File: src/design/atu_pkg.sv
package atu_pkg;

    // default table depth
    localparam int ATU_ENTRIES = 8;

    // field widths
    localparam int ADDR_W   = 64;
    localparam int OPCODE_W = 2;
    localparam int INDEX_W  = 3;
    localparam int STATUS_W = 2;

    // window ram word: {size, target, base}
    localparam int WORD_W = 3 * ADDR_W;

    // opcodes
    localparam logic [OPCODE_W-1:0] OP_WRITE = 2'd0;
    localparam logic [OPCODE_W-1:0] OP_H2D   = 2'd1;
    localparam logic [OPCODE_W-1:0] OP_D2H   = 2'd2;

    // status codes
    localparam logic [STATUS_W-1:0] ST_OK         = 2'd0;
    localparam logic [STATUS_W-1:0] ST_NO_MATCH   = 2'd1;
    localparam logic [STATUS_W-1:0] ST_BELOW_BASE = 2'd2;

    typedef enum logic [1:0] {
        S_IDLE,
        S_SCAN,
        S_MAP,
        S_FIN
    } t_atu_state;

endpackage

File: src/design/atu_ram.sv
module atu_ram #(
    parameter int WIDTH = 8,
    parameter int DEPTH = 8,
    localparam int AW = (DEPTH > 1) ? $clog2(DEPTH) : 1
) (
    input  logic             i_clk,
    input  logic             i_we,
    input  logic [AW-1:0]    i_waddr,
    input  logic [WIDTH-1:0] i_wdata,
    input  logic [AW-1:0]    i_raddr,
    output logic [WIDTH-1:0] o_rdata
);

    logic [WIDTH-1:0] r_mem [DEPTH];
    logic [WIDTH-1:0] r_rdata;

    // one write port, one registered read port
    always_ff @(posedge i_clk) begin
        if (i_we) begin
            r_mem[i_waddr] <= i_wdata;
        end
        r_rdata <= r_mem[i_raddr];
    end

    assign o_rdata = r_rdata;

endmodule

File: src/design/atu_window_translate_top.sv
// Address translation window lookup. A transaction is taken at a clock edge
// with i_start high and o_busy low. A window write or an opcode 3 gives no
// result and does not block; a host-to-device address below the host base
// returns status "below base" in the next cycle, also without blocking. Other
// translations scan the window RAM one entry per cycle through its single
// read port while o_busy is high, and the result appears in the cycle in
// which o_busy falls. Each result appears for exactly one cycle with o_valid;
// it is not held, so the receiver must take it then. i_cfg_we loads the
// host window base and should only be used while no translation is in flight.
module atu_window_translate_top
    import atu_pkg::*;
#(
    parameter int ENTRIES = ATU_ENTRIES
) (
    input  logic                i_clk,
    input  logic                i_rst_n,
    input  logic                i_cfg_we,
    input  logic [ADDR_W-1:0]   i_cfg_wdata,
    input  logic                i_start,
    output logic                o_busy,
    input  logic [OPCODE_W-1:0] i_opcode,
    input  logic [INDEX_W-1:0]  i_entry_index,
    input  logic                i_entry_valid,
    input  logic [ADDR_W-1:0]   i_entry_base,
    input  logic [ADDR_W-1:0]   i_entry_target,
    input  logic [ADDR_W-1:0]   i_entry_size,
    input  logic [ADDR_W-1:0]   i_lookup_addr,
    output logic                o_valid,
    output logic [ADDR_W-1:0]   o_translated_addr,
    output logic [STATUS_W-1:0] o_status
);

    localparam int IDX_W = (ENTRIES > 1) ? $clog2(ENTRIES) : 1;
    localparam int PTR_W = IDX_W + 1;
    localparam int CMP_W = (PTR_W > INDEX_W) ? PTR_W : INDEX_W;

    // control state
    t_atu_state          r_state, n_state;
    logic [PTR_W-1:0]    r_ptr, n_ptr;
    logic [IDX_W-1:0]    r_cptr, n_cptr;
    logic                r_pend, n_pend;
    logic                r_out_vld, n_out_vld;
    logic [ENTRIES-1:0]  r_valid;
    logic [ADDR_W-1:0]   r_host_base;

    // payload
    logic                r_d2h, n_d2h;
    logic [ADDR_W-1:0]   r_key, n_key;
    logic [ADDR_W-1:0]   r_diff, n_diff;
    logic [ADDR_W-1:0]   r_other, n_other;
    logic [ADDR_W-1:0]   r_out_addr, n_out_addr;
    logic [STATUS_W-1:0] r_out_status, n_out_status;

    logic                w_accept;
    logic [CMP_W-1:0]    w_idx_ext;
    logic                w_in_range;
    logic                w_ram_we;
    logic [IDX_W-1:0]    w_raddr;
    logic [WORD_W-1:0]   w_rdata;
    logic [ADDR_W-1:0]   w_base, w_target, w_size;
    logic [ADDR_W-1:0]   w_start, w_end, w_far;
    logic                w_hit;
    logic                w_last;
    logic                w_below;

    assign w_accept   = i_start && (r_state == S_IDLE);
    assign w_idx_ext  = CMP_W'(i_entry_index);
    assign w_in_range = w_idx_ext < CMP_W'(ENTRIES);
    assign w_ram_we   = w_accept && (i_opcode == OP_WRITE) && w_in_range;
    assign w_raddr    = r_ptr[IDX_W-1:0];
    assign w_below    = i_lookup_addr < r_host_base;

    atu_ram #(
        .WIDTH (WORD_W),
        .DEPTH (ENTRIES)
    ) u_ram (
        .i_clk   (i_clk),
        .i_we    (w_ram_we),
        .i_waddr (w_idx_ext[IDX_W-1:0]),
        .i_wdata ({i_entry_size, i_entry_target, i_entry_base}),
        .i_raddr (w_raddr),
        .o_rdata (w_rdata)
    );

    // range test on the entry read last cycle
    assign w_base   = w_rdata[ADDR_W-1:0];
    assign w_target = w_rdata[2*ADDR_W-1:ADDR_W];
    assign w_size   = w_rdata[3*ADDR_W-1:2*ADDR_W];
    assign w_start  = r_d2h ? w_target : w_base;
    assign w_far    = r_d2h ? w_base : w_target;
    assign w_end    = w_start + w_size;
    assign w_hit    = r_pend && r_valid[r_cptr] && (w_start <= r_key) && (w_end > r_key);
    assign w_last   = r_cptr == IDX_W'(ENTRIES - 1);

    // next state
    always_comb begin
        n_state = r_state;
        unique case (r_state)
            S_IDLE: begin
                if (w_accept && (i_opcode == OP_D2H)) begin
                    n_state = S_SCAN;
                end else if (w_accept && (i_opcode == OP_H2D) && !w_below) begin
                    n_state = S_SCAN;
                end
            end
            S_SCAN: begin
                if (w_hit) begin
                    n_state = S_MAP;
                end else if (r_pend && w_last) begin
                    n_state = S_IDLE;
                end
            end
            S_MAP: begin
                n_state = S_FIN;
            end
            S_FIN: begin
                n_state = S_IDLE;
            end
            default: begin
                n_state = S_IDLE;
            end
        endcase
    end

    // datapath and result
    always_comb begin
        n_ptr        = r_ptr;
        n_cptr       = r_cptr;
        n_pend       = 1'b0;
        n_out_vld    = 1'b0;
        n_d2h        = r_d2h;
        n_key        = r_key;
        n_diff       = r_diff;
        n_other      = r_other;
        n_out_addr   = r_out_addr;
        n_out_status = r_out_status;
        unique case (r_state)
            S_IDLE: begin
                n_ptr = '0;
                if (w_accept && (i_opcode == OP_D2H)) begin
                    n_d2h = 1'b1;
                    n_key = i_lookup_addr;
                end else if (w_accept && (i_opcode == OP_H2D)) begin
                    n_d2h = 1'b0;
                    n_key = i_lookup_addr - r_host_base;
                    if (w_below) begin
                        n_out_vld    = 1'b1;
                        n_out_addr   = '0;
                        n_out_status = ST_BELOW_BASE;
                    end
                end
            end
            S_SCAN: begin
                // issue the next read while checking the previous one
                if (r_ptr < PTR_W'(ENTRIES)) begin
                    n_pend = 1'b1;
                    n_cptr = w_raddr;
                    n_ptr  = r_ptr + PTR_W'(1);
                end
                if (w_hit) begin
                    n_pend  = 1'b0;
                    n_diff  = r_key - w_start;
                    n_other = w_far;
                end else if (r_pend && w_last) begin
                    n_pend       = 1'b0;
                    n_out_vld    = 1'b1;
                    n_out_addr   = '0;
                    n_out_status = ST_NO_MATCH;
                end
            end
            S_MAP: begin
                n_diff = r_diff + r_other;
            end
            S_FIN: begin
                n_out_vld    = 1'b1;
                n_out_addr   = r_diff + (r_d2h ? r_host_base : '0);
                n_out_status = ST_OK;
            end
            default: begin
                n_pend = 1'b0;
            end
        endcase
    end

    // control registers
    always_ff @(posedge i_clk) begin
        if (!i_rst_n) begin
            r_state     <= S_IDLE;
            r_ptr       <= '0;
            r_cptr      <= '0;
            r_pend      <= 1'b0;
            r_out_vld   <= 1'b0;
            r_valid     <= '0;
            r_host_base <= '0;
        end else begin
            r_state   <= n_state;
            r_ptr     <= n_ptr;
            r_cptr    <= n_cptr;
            r_pend    <= n_pend;
            r_out_vld <= n_out_vld;
            if (w_ram_we) begin
                r_valid[w_idx_ext[IDX_W-1:0]] <= i_entry_valid;
            end
            if (i_cfg_we) begin
                r_host_base <= i_cfg_wdata;
            end
        end
    end

    // payload registers
    always_ff @(posedge i_clk) begin
        r_d2h        <= n_d2h;
        r_key        <= n_key;
        r_diff       <= n_diff;
        r_other      <= n_other;
        r_out_addr   <= n_out_addr;
        r_out_status <= n_out_status;
    end

    assign o_busy            = r_state != S_IDLE;
    assign o_valid           = r_out_vld;
    assign o_translated_addr = r_out_addr;
    assign o_status          = r_out_status;

endmodule

File: config.mk
export PLATFORM = sky130hd
export DESIGN_NAME = atu_window_translate_top
export DESIGN_NICKNAME = d
export VERILOG_FILES = /design/src/design/atu_pkg.sv /design/src/design/atu_ram.sv /design/src/design/atu_window_translate_top.sv
export SDC_FILE = /design/constraint.sdc
export NUM_CORES = 2
export LEC_CHECK = 0
export BUFFER_PORTS_ARGS = -buffer_cell sky130_fd_sc_hd__buf_2
export CORE_ASPECT_RATIO = 0.5
export CORE_UTILIZATION = 53
export DETAILED_ROUTE_END_ITERATION = 16
export GPL_ROUTABILITY_DRIVEN = 0
export PLACE_DENSITY = 0.71
export SLEW_MARGIN = 20
export SYNTH_ARGS = -nofsm -noshare
export SYNTH_HDL_FRONTEND = slang
export SYNTH_SLANG_ARGS = --single-unit
File: constraint.sdc
create_clock -name i_clk -period 21.2 [get_ports i_clk]
set_input_delay 3.18 -clock i_clk [delete_from_list [all_inputs] [get_ports i_clk]]
set_output_delay 3.18 -clock i_clk [all_outputs]
set_load 0.01 [all_outputs]
==> impl_metrics.py <==
metrics = {
    "placement": {
        "placedCellCount": 8994,
        "dp_hpwl_um": 174200,
        "dp_slack_ns": 11.45,
        "placed_cell_area_um2": 99890,
        "port_buffers": 397,
    },
    "critical_path": {
        "cp_top_family": "simple AND/OR/NAND/NOR gates",
        "crit_top_cell": "buf_4",
        "reg2regPathDepth": 29,
        "r2r-start": "r_d2h",
        "r2r-end": "o_translated_addr[21]",
        "critPathKind": "reg -> reg",
        "critical_path.max_fanout": 72,
        "cp_slowest_stage_delay_ns": 0.89,
        "r2r_slack_ns": 11.23,
        "arrival_ns": 10.38,
        "critical_path_buf_inv_count": 5,
        "required_ns": 21.61,
        "cp_slowest_cell": "buf_4",
        "crit_path_end_kind": "register",
        "worstSetupStartpointType": "register",
    },
    "clock_tree": {
        "ctsRootBufferMaster": "clkbuf_16",
        "post_cts.repair.setup_buffers": 0,
        "clkSinkCount": 2070,
        "cts_made_buffers": 185,
        "cts_tree": "done",
        "cts_max_level": 4,
        "cts_buffer_depth": 4,
        "clk_pin_slew_ns": 0.06,
        "hold_buffers": 0,
        "clock_latency_ns": 0.84,
        "cts_resized": 0,
    },
    "logic_synthesis": {
        "synth.largest_area_cell": "edfxtp_1",
        "yosysSeqAreaShare": 0.6230,
        "yosysWarnings": 0,
        "syn-mean-instance-area_um2": 14.84,
        "synthCells": 6427,
        "yosys.area.top_type_share": 0.5652,
        "synth_nets": 7144,
        "synthArstFlopShare": 0,
        "synth-seq-cells": 2070,
        "synth_ff_type": "edfxtp_1",
        "synth.distinct_cells": 101,
        "synth_area_leaders": "edfxtp_1, mux4_2, dfxtp_1, ha_1, mux2_2",
        "synth_area_um2": 95360,
        "synth-edff-count": 1795,
    },
    "layout": {
        "synthToLayoutAreaGrowth_pct": 10.98,
        "seq_area_um2": 59420,
        "fin_nets": 7512,
        "fill_cells": 13050,
        "final_area_um2": 105800,
        "finalNonFillerCells": 9348,
        "drive_gt1_frac": 0.2055,
        "multiInputGateArea_um2": 33910,
    },
    "sta": {
        "max_clock_freq_mhz": 100.3,
        "worst_slack_ns": 11.23,
        "drv_slew": 0,
        "skew_ns": 0.06982,
        "rsz0062_at_grt": "no",
        "period_share": 0.4703,
        "finalSetupViolations": 0,
        "worst_pin_slew_ns": 1.099,
        "final.setup.tns_ns": 0,
        "hold_viol_final": 0,
        "relSlewSlack": 0.2673,
        "finalCriticalPeriod_ns": 9.970,
        "whs_ns": 0.4934,
    },
    "global_routing": {
        "use_met2": 0.3984,
        "overflow": 0,
        "grt_max_degree": 145,
        "grt_first_pass_wirelength_um": 363900,
        "gr-usage-met3": 0.06815,
        "antenna_found_initial": 98,
        "grt_pass1_vias": 55140,
        "grtUsageMet1": 0.4145,
        "top_usage_layer": "met1",
        "grt_use_total": 0.2725,
    },
    "hold_path": {
        "holdPathStages": 2,
        "min_from": "r_valid[5]",
        "hold_path_end": "r_valid[5]",
        "hold_class": "reg -> reg",
    },
    "power": {
        "pwr-share-seq": 0.522,
        "p_int_mw": 6.718,
        "p_clk_frac": 0.376,
        "p_sw_frac": 0.2336,
        "powerDensity_nw_per_um2": 82.83,
        "vdd_ir_drop_max_mv": 0.07043,
        "switching_power_mw": 2.047,
        "p_comb_frac": 0.103,
        "p_leak_nw": 37.92,
    },
    "floorplanning": {
        "die-area_um2": 181700,
        "initial_core_util": 0.5366,
        "rows": 109,
        "chipWidth_um": 601.9,
        "die_h_um": 301.9,
        "coreArea_um2": 177700,
        "io_pins": 398,
    },
    "detailed_routing": {
        "ant_nets": 0,
        "drt_first_pass_iters": 14,
        "drt-initial-drc-count": 6737,
        "via_per_inst": 6.213,
        "via_count": 58080,
        "wl_per_cell_um": 27.00,
        "drc": 2,
        "wl_um": 252400,
    },
    "status": {
        "outcome": "complete, but fails checks",
        "violations": "design-rule violations",
    },
    "flow_run": {
        "max_cap_viol_count": 0,
    },
}
[layout by cell type (no fill, tap or decap), types with 25 or more instances in the layout]
master     count
edfxtp_1    1795
a21oi_1      412
buf_2        396
mux4_2       386
ha_1         382
nor2_1       297
inv_1        283
dfxtp_1      272
nand2_1      267
mux2_2       257
a21o_1       249
o21ai_0      216
clkbuf_16    189
xnor2_1      157
xor2_1       138
mux2i_1      134
nor2b_1      112
and2_1        87
nand4_1       75
nand3_1       70
o21bai_1      54
buf_4         53
clkbuf_1      45
nand2b_1      41
a31oi_1       37
nor3_1        31
and3_1        31
o21a_1        31
clkinv_1      30
o31ai_1       27
a211oi_1      26
o211ai_1      25
clkinv_2      25
[Yosys cell counts, types with 134 or more instances]
library cell / count
a21o_1: 249
a21oi_1: 412
clkbuf_1: 195
dfxtp_1: 275
edfxtp_1: 1795
ha_1: 382
inv_1: 285
mux2_2: 257
mux2i_1: 134
mux4_2: 386
nand2_1: 270
nor2_1: 303
o21ai_0: 216
xnor2_1: 157
xor2_1: 138
[sequential cells by signal (all words and copies together), names as in the netlist, named ones only]
register / flops
r_other: 64
r_host_base: 64
r_pend: 1
r_state: 1
r_cptr: 3
o_status: 2
o_translated_addr: 64
r_d2h: 1
u_ram.r_mem: 1536
o_valid: 1
r_valid: 8
r_key: 64
r_ptr: 4
u_ram.o_rdata: 192
r_diff: 64
[area by class of cell]
| type | instances | area share |
|---|---|---|
| Tap cell | 2386 | 0.02821 |
| Sequential cell | 2070 | 0.5615 |
| Multi-Input combinational cell | 3796 | 0.3204 |
| Timing Repair Buffer | 455 | 0.02362 |
| Antenna cell | 18 | 0.0004256 |
| Clock buffer | 253 | 0.04876 |
| Inverter | 287 | 0.01018 |
| Clock inverter | 83 | 0.006940 |
[cell families after synthesis]
group / synth area share
muxes: 0.1356
buffers and inverters: 0.02225
and+or+nand+nor: 0.05595
adders and majority gates: 0.05117
AOI/OAI and AO/OA: 0.08500
xor gates and xnor gates: 0.02709
DFF: 0.6230
[per-layer routing]
layer,part of all wire,up-vias,wire length [um]
met1,0.44,28970,110200
li1,-,25570,-
met2,0.43,3028,108300
met5,0.00080,-,202
met3,0.11,475,28450
met4,0.021,32,5217
[stage by stage]
stage	power [mW]	utilization
2_1_floorplan	5.246	-
3_3_place_gp	5.508	0.5621
3_5_place_dp	5.531	0.5621
4_1_cts	8.792	0.5953
5_1_grt	9.041	0.5954
6_report	8.766	0.5955
[how the worst max path moves through the flow]
| stage | from | to | depth (start not counted) | slack, ns |
|---|---|---|---|---|
| floorplan | i_start | r_valid[0] | 6 | 3.48 |
| global placement | r_d2h | o_translated_addr[4] | 31 | 11.53 |
| detailed placement | r_d2h | o_translated_addr[4] | 29 | 11.45 |
| CTS | r_d2h | o_translated_addr[21] | 29 | 11.41 |
| global route | r_d2h | o_translated_addr[21] | 29 | 10.63 |
| finish | r_d2h | o_translated_addr[21] | 29 | 11.23 |
[power groups by stage]
stage                     Combinational, mW  Sequential [mW]  Clock (mW)
after floorplan                       0.618             4.63           0
after global placement                0.853             4.66           0
after detailed placement              0.875             4.66           0
after CTS                             0.884             4.57        3.34
after global routing                  0.983             4.57        3.49
final                                 0.900             4.57        3.29
[worst min-delay path: cells and delay by family, from the launching register on]
family,cells,cell delay [ns]
AO/OA/AOI/OAI,2,0.14
flip-flops,1,0.31
Note: power is estimated with default switching activity, not from simulation.
